**src/rtl/assert_macros.svh**
```systemverilog
// Assertion helpers shared by the deque modules. Both expect signals named
// clk and rst_n in the scope where they are used, and are off during reset.
`ifndef ASSERT_MACROS_SVH
`define ASSERT_MACROS_SVH

// Same-cycle implication.
`define CDQ_ASSERT(label, ante, cons, msg) \
  label: assert property (@(posedge clk) disable iff (!rst_n) (ante) |-> (cons)) \
    else $error(msg);

// Next-cycle implication.
`define CDQ_ASSERT_NXT(label, ante, cons, msg) \
  label: assert property (@(posedge clk) disable iff (!rst_n) (ante) |=> (cons)) \
    else $error(msg);

`endif

```
**src/rtl/cdq_pkg.sv**
```systemverilog
package cdq_pkg;

  // Default geometry of the store.
  localparam int CDQ_CAPACITY   = 64;
  localparam int CDQ_DATA_WIDTH = 32;

  // Field widths of the streaming items.
  localparam int KIND_W   = 4;
  localparam int VALUE_W  = 32;
  localparam int INDEX_W  = 6;
  localparam int COUNT_W  = 7;
  localparam int STATUS_W = 2;

  localparam int IN_FIELDS_W  = VALUE_W + INDEX_W + COUNT_W;
  localparam int IN_TDATA_W   = ((IN_FIELDS_W + 7) / 8) * 8;
  localparam int OUT_FIELDS_W = VALUE_W + COUNT_W;
  localparam int OUT_TDATA_W  = ((OUT_FIELDS_W + 7) / 8) * 8;

  // Operation kinds carried on in_tuser.
  localparam logic [KIND_W-1:0] KIND_PUSH_BACK  = 4'd0;
  localparam logic [KIND_W-1:0] KIND_PUSH_FRONT = 4'd1;
  localparam logic [KIND_W-1:0] KIND_POP_BACK   = 4'd2;
  localparam logic [KIND_W-1:0] KIND_POP_FRONT  = 4'd3;
  localparam logic [KIND_W-1:0] KIND_READ_FRONT = 4'd4;
  localparam logic [KIND_W-1:0] KIND_READ_BACK  = 4'd5;
  localparam logic [KIND_W-1:0] KIND_READ_AT    = 4'd6;
  localparam logic [KIND_W-1:0] KIND_CLEAR      = 4'd7;
  localparam logic [KIND_W-1:0] KIND_RESIZE     = 4'd8;

  // Result status codes.
  localparam logic [STATUS_W-1:0] ST_OK    = 2'd0;
  localparam logic [STATUS_W-1:0] ST_EMPTY = 2'd1;
  localparam logic [STATUS_W-1:0] ST_RANGE = 2'd2;
  localparam logic [STATUS_W-1:0] ST_FULL  = 2'd3;

  // Datapath operations issued by the controller.
  localparam int OP_W = 4;
  localparam logic [OP_W-1:0] OP_NONE       = 4'd0;
  localparam logic [OP_W-1:0] OP_PUSH_BACK  = 4'd1;
  localparam logic [OP_W-1:0] OP_PUSH_FRONT = 4'd2;
  localparam logic [OP_W-1:0] OP_POP_BACK   = 4'd3;
  localparam logic [OP_W-1:0] OP_POP_FRONT  = 4'd4;
  localparam logic [OP_W-1:0] OP_READ_FRONT = 4'd5;
  localparam logic [OP_W-1:0] OP_READ_BACK  = 4'd6;
  localparam logic [OP_W-1:0] OP_READ_AT    = 4'd7;
  localparam logic [OP_W-1:0] OP_CLEAR      = 4'd8;
  localparam logic [OP_W-1:0] OP_SHRINK     = 4'd9;
  localparam logic [OP_W-1:0] OP_FILL_START = 4'd10;
  localparam logic [OP_W-1:0] OP_FILL_STEP  = 4'd11;

  typedef struct packed {
    logic [OP_W-1:0]     op;
    logic                ld_out;   // load the result register this cycle
    logic                out_ram;  // result data comes from the store read port
    logic [STATUS_W-1:0] status;
  } cdq_cmd_t;

  typedef struct packed {
    logic empty;
    logic full;
    logic idx_ok;      // read_at index is below the element count
    logic cnt_over;    // resize target above capacity
    logic cnt_grow;    // resize target above element count
    logic cnt_shrink;  // resize target below element count
    logic fill_last;   // the current fill write reaches the target
  } cdq_flags_t;

endpackage

```
**src/rtl/cdq_ram.sv**
```systemverilog
module cdq_ram #(
  parameter int WIDTH = 32,
  parameter int DEPTH = 64
) (
  input  logic                     clk,
  input  logic                     wr_en,
  input  logic [$clog2(DEPTH)-1:0] wr_addr,
  input  logic [WIDTH-1:0]         wr_data,
  input  logic                     rd_en,
  input  logic [$clog2(DEPTH)-1:0] rd_addr,
  output logic [WIDTH-1:0]         rd_data
);

  logic [WIDTH-1:0] mem_r [DEPTH];
  logic [WIDTH-1:0] rd_data_r;

  always_ff @(posedge clk) begin
    if (wr_en) begin
      mem_r[wr_addr] <= wr_data;
    end
    if (rd_en) begin
      rd_data_r <= mem_r[rd_addr];
    end
  end

  assign rd_data = rd_data_r;

endmodule

```
**src/rtl/cdq_dp.sv**
```systemverilog
`include "assert_macros.svh"

module cdq_dp import cdq_pkg::*; #(
  parameter int CAPACITY   = CDQ_CAPACITY,
  parameter int DATA_WIDTH = CDQ_DATA_WIDTH
) (
  input  logic                clk,
  input  logic                rst_n,
  input  cdq_cmd_t            cmd,
  output cdq_flags_t          flags,
  input  logic [VALUE_W-1:0]  in_value,
  input  logic [INDEX_W-1:0]  in_index,
  input  logic [COUNT_W-1:0]  in_count,
  output logic [VALUE_W-1:0]  res_data,
  output logic [COUNT_W-1:0]  res_occupancy,
  output logic [STATUS_W-1:0] res_status
);

  localparam int PTR_W  = $clog2(CAPACITY);
  localparam int CNT_W  = $clog2(CAPACITY + 1);
  localparam int CMP_W  = (CNT_W > COUNT_W) ? CNT_W : COUNT_W;
  localparam int WRAP_W = PTR_W + 2;
  localparam logic [PTR_W-1:0] LAST_PTR = PTR_W'(CAPACITY - 1);

  function automatic logic [PTR_W-1:0] ptr_inc(input logic [PTR_W-1:0] p);
    return (p == LAST_PTR) ? '0 : p + 1'b1;
  endfunction

  function automatic logic [PTR_W-1:0] ptr_dec(input logic [PTR_W-1:0] p);
    return (p == '0) ? LAST_PTR : p - 1'b1;
  endfunction

  logic [PTR_W-1:0]      head_r, head_nxt;
  logic [PTR_W-1:0]      tail_r, tail_nxt;
  logic [CNT_W-1:0]      count_r, count_nxt;
  logic [CNT_W-1:0]      count_inc, count_dec;
  logic [VALUE_W-1:0]    fill_val_r;
  logic [CNT_W-1:0]      fill_tgt_r;
  logic [VALUE_W-1:0]    data_r;
  logic [COUNT_W-1:0]    occ_r;
  logic [STATUS_W-1:0]   stat_r;

  logic [CMP_W-1:0]      count_cmp, req_cmp, idx_cmp;
  logic [PTR_W:0]        at_sum;
  logic [PTR_W-1:0]      at_ptr;
  logic [CNT_W-1:0]      drop;
  logic [WRAP_W-1:0]     shr_sum;
  logic [PTR_W-1:0]      shr_ptr;

  logic                  wr_en, rd_en;
  logic [PTR_W-1:0]      wr_addr, rd_addr;
  logic [VALUE_W-1:0]    wr_value;
  logic [DATA_WIDTH-1:0] rd_data;

  assign count_cmp = CMP_W'(count_r);
  assign req_cmp   = CMP_W'(in_count);
  assign idx_cmp   = CMP_W'(in_index);
  assign count_inc = count_r + 1'b1;
  assign count_dec = count_r - 1'b1;

  assign flags.empty      = (count_r == '0);
  assign flags.full       = (count_r == CNT_W'(CAPACITY));
  assign flags.idx_ok     = (idx_cmp < count_cmp);
  assign flags.cnt_over   = (req_cmp > CMP_W'(CAPACITY));
  assign flags.cnt_grow   = (req_cmp > count_cmp);
  assign flags.cnt_shrink = (req_cmp < count_cmp);
  assign flags.fill_last  = (count_inc == fill_tgt_r);

  // Position of the indexed element; only used when the index is in range,
  // so it stays below the capacity and fits a pointer.
  assign at_sum = {1'b0, head_r} + {1'b0, PTR_W'(in_index)};
  assign at_ptr = (at_sum >= (PTR_W+1)'(CAPACITY)) ?
                  PTR_W'(at_sum - (PTR_W+1)'(CAPACITY)) : at_sum[PTR_W-1:0];

  // Truncation moves the back pointer down by the number of dropped entries.
  assign drop    = count_r - CNT_W'(in_count);
  assign shr_sum = WRAP_W'(tail_r) + WRAP_W'(CAPACITY) - WRAP_W'(drop);
  assign shr_ptr = (shr_sum >= WRAP_W'(CAPACITY)) ?
                   PTR_W'(shr_sum - WRAP_W'(CAPACITY)) : shr_sum[PTR_W-1:0];

  always_comb begin
    head_nxt  = head_r;
    tail_nxt  = tail_r;
    count_nxt = count_r;
    wr_en     = 1'b0;
    wr_addr   = tail_r;
    wr_value  = in_value;
    rd_en     = 1'b0;
    rd_addr   = head_r;
    unique case (cmd.op)
      OP_PUSH_BACK, OP_FILL_STEP: begin
        tail_nxt  = ptr_inc(tail_r);
        wr_en     = 1'b1;
        wr_addr   = tail_nxt;
        wr_value  = (cmd.op == OP_FILL_STEP) ? fill_val_r : in_value;
        count_nxt = count_inc;
        if (flags.empty) begin
          head_nxt = tail_nxt;
        end
      end
      OP_PUSH_FRONT: begin
        head_nxt  = ptr_dec(head_r);
        wr_en     = 1'b1;
        wr_addr   = head_nxt;
        count_nxt = count_inc;
        if (flags.empty) begin
          tail_nxt = head_nxt;
        end
      end
      OP_POP_BACK: begin
        tail_nxt  = ptr_dec(tail_r);
        count_nxt = count_dec;
      end
      OP_POP_FRONT: begin
        head_nxt  = ptr_inc(head_r);
        count_nxt = count_dec;
      end
      OP_READ_FRONT: begin
        rd_en   = 1'b1;
        rd_addr = head_r;
      end
      OP_READ_BACK: begin
        rd_en   = 1'b1;
        rd_addr = tail_r;
      end
      OP_READ_AT: begin
        rd_en   = 1'b1;
        rd_addr = at_ptr;
      end
      OP_CLEAR: begin
        head_nxt  = '0;
        tail_nxt  = LAST_PTR;
        count_nxt = '0;
      end
      OP_SHRINK: begin
        tail_nxt  = shr_ptr;
        count_nxt = CNT_W'(in_count);
      end
      default: begin
      end
    endcase
  end

  always_ff @(posedge clk) begin
    if (!rst_n) begin
      head_r  <= '0;
      tail_r  <= LAST_PTR;
      count_r <= '0;
    end else begin
      head_r  <= head_nxt;
      tail_r  <= tail_nxt;
      count_r <= count_nxt;
    end
  end

  always_ff @(posedge clk) begin
    if (cmd.op == OP_FILL_START) begin
      fill_val_r <= in_value;
      fill_tgt_r <= CNT_W'(in_count);
    end
    if (cmd.ld_out) begin
      data_r <= cmd.out_ram ? VALUE_W'(rd_data) : '0;
      occ_r  <= COUNT_W'(count_nxt);
      stat_r <= cmd.status;
    end
  end

  cdq_ram #(
    .WIDTH(DATA_WIDTH),
    .DEPTH(CAPACITY)
  ) u_store (
    .clk    (clk),
    .wr_en  (wr_en),
    .wr_addr(wr_addr),
    .wr_data(DATA_WIDTH'(wr_value)),
    .rd_en  (rd_en),
    .rd_addr(rd_addr),
    .rd_data(rd_data)
  );

  assign res_data      = data_r;
  assign res_occupancy = occ_r;
  assign res_status    = stat_r;

  `CDQ_ASSERT(a_count_bound, 1'b1, count_r <= CNT_W'(CAPACITY), "element count above capacity")
  `CDQ_ASSERT(a_empty_ptrs, count_r == '0, tail_r == ptr_dec(head_r), "empty deque with stray pointers")
  `CDQ_ASSERT(a_fill_below, cmd.op == OP_FILL_STEP, count_r < fill_tgt_r, "fill write past target")

endmodule

```
**src/rtl/cdq_ctrl.sv**
```systemverilog
`include "assert_macros.svh"

module cdq_ctrl import cdq_pkg::*; (
  input  logic              clk,
  input  logic              rst_n,
  input  logic              in_tvalid,
  output logic              in_tready,
  input  logic [KIND_W-1:0] in_kind,
  output logic              out_tvalid,
  input  logic              out_tready,
  output cdq_cmd_t          cmd,
  input  cdq_flags_t        flags
);

  localparam logic [1:0] S_IDLE = 2'd0;
  localparam logic [1:0] S_READ = 2'd1;
  localparam logic [1:0] S_FILL = 2'd2;

  logic [1:0] state_r, state_nxt;
  logic       out_valid_r, out_valid_nxt;
  logic       acc;

  assign in_tready = (state_r == S_IDLE) && (!out_valid_r || out_tready);
  assign acc       = in_tvalid && in_tready;

  always_comb begin
    cmd.op      = OP_NONE;
    cmd.ld_out  = 1'b0;
    cmd.out_ram = 1'b0;
    cmd.status  = ST_OK;
    state_nxt   = state_r;
    unique case (state_r)
      S_IDLE: begin
        if (acc) begin
          cmd.ld_out = 1'b1;
          unique case (in_kind)
            KIND_PUSH_BACK: begin
              if (flags.full) cmd.status = ST_FULL;
              else cmd.op = OP_PUSH_BACK;
            end
            KIND_PUSH_FRONT: begin
              if (flags.full) cmd.status = ST_FULL;
              else cmd.op = OP_PUSH_FRONT;
            end
            KIND_POP_BACK: begin
              if (flags.empty) cmd.status = ST_EMPTY;
              else cmd.op = OP_POP_BACK;
            end
            KIND_POP_FRONT: begin
              if (flags.empty) cmd.status = ST_EMPTY;
              else cmd.op = OP_POP_FRONT;
            end
            KIND_READ_FRONT, KIND_READ_BACK: begin
              if (flags.empty) begin
                cmd.status = ST_EMPTY;
              end else begin
                cmd.op     = (in_kind == KIND_READ_FRONT) ? OP_READ_FRONT : OP_READ_BACK;
                cmd.ld_out = 1'b0;
                state_nxt  = S_READ;
              end
            end
            KIND_READ_AT: begin
              if (!flags.idx_ok) begin
                cmd.status = ST_RANGE;
              end else begin
                cmd.op     = OP_READ_AT;
                cmd.ld_out = 1'b0;
                state_nxt  = S_READ;
              end
            end
            KIND_CLEAR: begin
              cmd.op = OP_CLEAR;
            end
            KIND_RESIZE: begin
              priority if (flags.cnt_over) begin
                cmd.status = ST_FULL;
              end else if (flags.cnt_grow) begin
                cmd.op     = OP_FILL_START;
                cmd.ld_out = 1'b0;
                state_nxt  = S_FILL;
              end else if (flags.cnt_shrink) begin
                cmd.op = OP_SHRINK;
              end else begin
                cmd.op = OP_NONE;
              end
            end
            default: begin
            end
          endcase
        end
      end
      S_READ: begin
        cmd.ld_out  = 1'b1;
        cmd.out_ram = 1'b1;
        state_nxt   = S_IDLE;
      end
      S_FILL: begin
        cmd.op = OP_FILL_STEP;
        if (flags.fill_last) begin
          cmd.ld_out = 1'b1;
          state_nxt  = S_IDLE;
        end
      end
      default: begin
        state_nxt = S_IDLE;
      end
    endcase
  end

  assign out_valid_nxt = cmd.ld_out ? 1'b1 : (out_tready ? 1'b0 : out_valid_r);

  always_ff @(posedge clk) begin
    if (!rst_n) begin
      state_r     <= S_IDLE;
      out_valid_r <= 1'b0;
    end else begin
      state_r     <= state_nxt;
      out_valid_r <= out_valid_nxt;
    end
  end

  assign out_tvalid = out_valid_r;

  `CDQ_ASSERT(a_read_slot_free, state_r == S_READ, !out_valid_r, "read result with output busy")
  `CDQ_ASSERT(a_fill_slot_free, state_r == S_FILL, !out_valid_r, "fill running with output busy")
  `CDQ_ASSERT_NXT(a_read_one_cycle, state_r == S_READ, state_r == S_IDLE, "read wait overran")

endmodule

```
**src/rtl/circular_deque.sv**
```systemverilog
// Fixed-capacity double-ended queue over a circular store. Each input beat
// carries one operation in in_tuser (push back or front, pop back or front,
// read front, back or at an index from the front, clear, resize with fill)
// and yields exactly one output beat with the read data (zero unless a read
// succeeds), the element count after the operation and a status: ok, empty,
// index out of range, or full / target count above capacity. A push into a
// full deque and a resize beyond CAPACITY change nothing. Kinds 9 to 15 are
// answered with ok and no change. Pushes, pops, clear, truncating resizes
// and every refused operation load their result as the beat is taken;
// reads pass through a read state, because the element store is a RAM
// with a registered read port; a growing resize passes through a fill
// state that writes the appended elements one at a time, as the store has
// a single write port. Only one item is in work at a time. The result sits
// in an output register, so a new beat is taken in the same cycle that the
// previous result is taken. Occupancy is reported in 7 bits; store entries
// are DATA_WIDTH bits, extended or cut to the 32-bit value and data fields.
module circular_deque import cdq_pkg::*; #(
  parameter int CAPACITY   = CDQ_CAPACITY,
  parameter int DATA_WIDTH = CDQ_DATA_WIDTH
) (
  input  logic                   clk,
  input  logic                   rst_n,
  input  logic                   in_tvalid,
  output logic                   in_tready,
  input  logic [IN_TDATA_W-1:0]  in_tdata,   // value[31:0], index[37:32], count[44:38]
  input  logic [KIND_W-1:0]      in_tuser,   // kind[3:0]
  output logic                   out_tvalid,
  input  logic                   out_tready,
  output logic [OUT_TDATA_W-1:0] out_tdata,  // data[31:0], occupancy[38:32]
  output logic [STATUS_W-1:0]    out_tuser   // status[1:0]
);

  cdq_cmd_t            cmd;
  cdq_flags_t          flags;
  logic [VALUE_W-1:0]  res_data;
  logic [COUNT_W-1:0]  res_occupancy;

  // The controller sequences each beat; the datapath owns the pointers,
  // the count, the store and the result register.
  cdq_ctrl u_ctrl (
    .clk       (clk),
    .rst_n     (rst_n),
    .in_tvalid (in_tvalid),
    .in_tready (in_tready),
    .in_kind   (in_tuser),
    .out_tvalid(out_tvalid),
    .out_tready(out_tready),
    .cmd       (cmd),
    .flags     (flags)
  );

  cdq_dp #(
    .CAPACITY  (CAPACITY),
    .DATA_WIDTH(DATA_WIDTH)
  ) u_dp (
    .clk          (clk),
    .rst_n        (rst_n),
    .cmd          (cmd),
    .flags        (flags),
    .in_value     (in_tdata[VALUE_W-1:0]),
    .in_index     (in_tdata[VALUE_W +: INDEX_W]),
    .in_count     (in_tdata[VALUE_W+INDEX_W +: COUNT_W]),
    .res_data     (res_data),
    .res_occupancy(res_occupancy),
    .res_status   (out_tuser)
  );

  // Pad bits above the occupancy read as zero.
  assign out_tdata = OUT_TDATA_W'({res_occupancy, res_data});

endmodule

```
**config.mk**
```make
export PLATFORM = sky130hd
export DESIGN_NAME = circular_deque
export DESIGN_NICKNAME = d
export VERILOG_FILES = /design/src/rtl/cdq_pkg.sv /design/src/rtl/cdq_ram.sv /design/src/rtl/cdq_dp.sv /design/src/rtl/cdq_ctrl.sv /design/src/rtl/circular_deque.sv
export VERILOG_INCLUDE_DIRS = /design/src /design/src/rtl
export SDC_FILE = /design/constraint.sdc
export NUM_CORES = 2
export LEC_CHECK = 0
export BUFFER_PORTS_ARGS = -buffer_cell sky130_fd_sc_hd__buf_2
export CAP_MARGIN = 20
export CORE_MARGIN = 4
export CORE_UTILIZATION = 60
export CTS_CLUSTER_SIZE = 16
export DETAILED_ROUTE_END_ITERATION = 16
export PLACE_DENSITY = 0.76
export SLEW_MARGIN = 40
export SYNTH_ARGS = -nofsm -noshare
export SYNTH_HDL_FRONTEND = slang
export SYNTH_HIERARCHICAL = 1
export SYNTH_SLANG_ARGS = --single-unit
```
**constraint.sdc**
```tcl
create_clock -name clk -period 22.2 [get_ports clk]
set_clock_uncertainty 0.1 [all_clocks]
set_input_delay 3.33 -clock clk [delete_from_list [all_inputs] [get_ports clk]]
set_output_delay 3.33 -clock clk [all_outputs]
set_load 0.02 [all_outputs]
```
==> results.cfg <==
[route]
ant_nets = 0
routed_wl_um = 210000
drc = 0
drt-pass1-iter-count = 6
drtIter0Drc = 6793
wl_per_cell_um = 33.7
vias = 42800
viasPerCell = 6.87

[setup_path]
crit_path_top_delay_cell = buf_4
rrSetupSlack_ns = 13.75
reg2reg_depth = 21
cp-start-kind = input pin
cp_cell_sequence = buf_2, inv_1, ha_1, nor2b_1, o31ai_1, a21oi_1, a21o_1, a21oi_1, nand3_1, and2_1, a22oi_1, buf_4, nor2b_1, nand2_1, o21ai_4, buf_8, buf_4, buf_6, buf_6, mux4_2, mux4_2, o22ai_1, nor2_1
crit_path_max_fanout = 44
critPathCaptureType = register
r2r-start = u_dp/count_cmp[1]$_SDFF_PN0_
arrival_ns = 11.06
slowest_delay_ns = 0.63
worst_ep_required_time_ns = 22.64
crit_type = in -> reg
rr_endpoint = u_dp/u_store/rd_data[14]$_DFFE_PP_

[cells_and_area]
fin_area_um2 = 95100
layout_common_cells = edfxtp_1, mux4_2, clkbuf_16
fin_util_pct = 67.3
finalNetCount = 4256
drive_above_1_share_pct = 26.7
final_common_cell = edfxtp_1
synthToLayoutAreaGrowth_pct = 11.5

[grt]
gr-usage-all-layers_pct = 28.8
grt_start_max_net_pins = 124
grt-ovfl-total = 0
grt_pass1_vias = 42900
antenna_found_initial = 7
grt_pass1_wl_um = 304000

[sta]
fin_setup_tns_ns = 0
period_minus_slack_ns = 10.62
rsz0062_at_grt = false
post-route-period-util_pct = 47.8
tightest_slew_ns = 0.923
fmax_mhz = 94.2
drv_slew = 0
max_slew_margin_pct = 38.5
setup_viol = 0
hold_viol = 0

[outcome]
status = finished, final reports clean

[synth]
synth_top_area_share_pct = 76.0
synth_flop_cell = edfxtp_1
yosysWarnings = 6
synth-seq-cells = 2182
ys_seq_area_share_pct = 76.5
synthesis.nets = 4053
ys_types = 86
avgSynthCellArea_um2 = 21.5
synth_area_leaders = edfxtp_1, mux4_2, mux2i_1
netlist_instances = 3964
async_flop_share_pct = 0
syn_area_um2 = 85300
yosysTopAreaCell = edfxtp_1
synth_edf_count = 2160

[floorplan]
start_util_pct = 60.3
die_y_um = 385
dieWidth_um = 385
fp.coreArea_um2 = 141000
std_cell_rows = 138
die-area_um2 = 148000
num_io_pins = 100

[power_and_ir_drop]
p_comb_share_pct = 8.0
p_total_mw = 8.57
ir_drop_mv = 0.0930
cellLeakagePower_nw = 29.0
switchingPower_mw = 1.90
pwr-share-clk_pct = 38.7
swShare_pct = 22.1
power_frac_seq_pct = 53.3
power_density_nw_per_um2 = 90.1
p_int_mw = 6.67

[hold_path]
worst_hold_path_type = reg -> reg
holdPathEnd = u_ctrl/state_r[1]$_SDFFE_PN0P_
min_from = u_ctrl/state_r[0]$_SDFFE_PN0P_
hold_depth = 1

[clock_network]
cts_buffer_depth = 3
postCtsSetupRepairBufs = 0
path_clk_slew_ns = 0.06
cts_resized = 0
cts_tree = yes
cts.sinks = 2182
htree_levels = 4
insertion_delay_ns = 0.83
cts_hold_buf = 0
cts_root_buf = clkbuf_16
cts_inserted_buffers = 199

[place]
io_buffers = 95
place.gp.congestion = 0.852
dpl_cell_area_um2 = 88800
hpwlAfterDp_um = 108000

[job]
cap_violations = 0
-- final cells by class --
cell class	instances	area [µm²]
flip-flops and latches	2182	65300
fillers	8481	46300
multi-input cells	1530	19500
clock buffers	246	5200
well taps	1890	2360
repair buffers	215	1540
clock inverters	123	1030
inverters	39	146
diodes	3	7.51
-- state kept, by name, indices dropped and copies added, names as in the netlist, 6 cells and up --
name,flops
u_dp/u_store/rd_data,32
u_dp/tail_r,6
u_dp/res_data,32
u_dp/count_cmp,7
u_dp/fill_val_r,32
u_dp/head_r,6
u_dp/u_store/mem_r,2048
u_dp/res_occupancy,7
u_dp/fill_tgt_r,7
-- through the flow --
step                cells  hold WS [ns]  worst slack (ns)
finish               6228         0.420             11.58
global route         6225         0.436             11.03
CTS                  6223         0.422             11.37
detailed placement   5854         0.414             10.58
global placement     5848         0.375              9.94
floorplan            3964         0.347             12.80
-- cell families after synthesis --
| kind of cell | count (synthesis) | synth area share, % |
|---|---|---|
| AOI/OAI and AO/OA | 362 | 2.85 |
| xor gates and xnor gates | 31 | 0.318 |
| adders and majority gates | 33 | 0.510 |
| buffers and inverters | 252 | 1.40 |
| DFF | 2182 | 76.5 |
| muxes | 674 | 15.9 |
| other | 1 | 0.00439 |
| and+or+nand+nor | 429 | 2.46 |
-- power by group through the flow --
| stage | Clock (mW) | Combinational (mW) | Sequential [mW] |
|---|---|---|---|
| 4_1_cts | 3.35 | 0.680 | 4.57 |
| 2_1_floorplan | 0 | 0.466 | 4.66 |
| 5_1_grt | 3.53 | 0.725 | 4.57 |
| 3_5_place_dp | 0 | 0.670 | 4.66 |
| 3_3_place_gp | 0 | 0.649 | 4.66 |
| 6_report | 3.31 | 0.682 | 4.57 |
-- metal layers --
layer | part of all wire (%) | wire length [µm] | track usage (%)
met1 | 36 | 75300 | 41.0
met2 | 48 | 102000 | 45.3
met3 | 12 | 24600 | 5.91
met4 | 4.0 | 8430 | 10.6
met5 | 0 | 0 | 0
-- worst max-delay path, delay by kind of cell --
kind | cells | cell delay, ns
AND/OR/NAND/NOR | 6 | 1.58
buffers and inverters | 7 | 2.55
multiplexers | 2 | 1.13
adder cells (fa/ha/maj) | 1 | 0.26
AO/OA/AOI/OAI | 7 | 2.07
-- how the worst max path moves through the flow --
stage | startpoint | to | slack, ns
finish | in_tdata[39] | u_dp/u_store/rd_data[14]$_DFFE_PP_ | 11.58
global route | in_tdata[39] | u_dp/u_store/rd_data[14]$_DFFE_PP_ | 11.03
CTS | in_tdata[39] | u_dp/u_store/rd_data[14]$_DFFE_PP_ | 11.37
detailed placement | in_tdata[39] | u_dp/u_store/rd_data[30]$_DFFE_PP_ | 10.58
global placement | in_tdata[39] | u_dp/u_store/rd_data[14]$_DFFE_PP_ | 9.94
floorplan | in_tdata[39] | u_dp/u_store/mem_r[49][0]$_DFFE_PP_ | 12.80
-- cell usage after synthesis, drive strengths merged, types with 8 or more instances --
cell type,count
a21o,12
a21oi,95
a22oi,15
a311oi,8
a31oi,11
and2,45
and3,10
buf,128
clkbuf,85
dfxtp,22
edfxtp,2160
ha,30
inv,39
mux2,32
mux2i,98
mux4,544
nand2,62
nand2b,15
nand3,27
nand3b,8
nor2,181
nor2b,25
nor3,19
o21a,9
o21ai,38
o221ai,35
o22ai,87
xnor2,22
xor2,9
No activity file was read; power rests on OpenSTA's default activity.
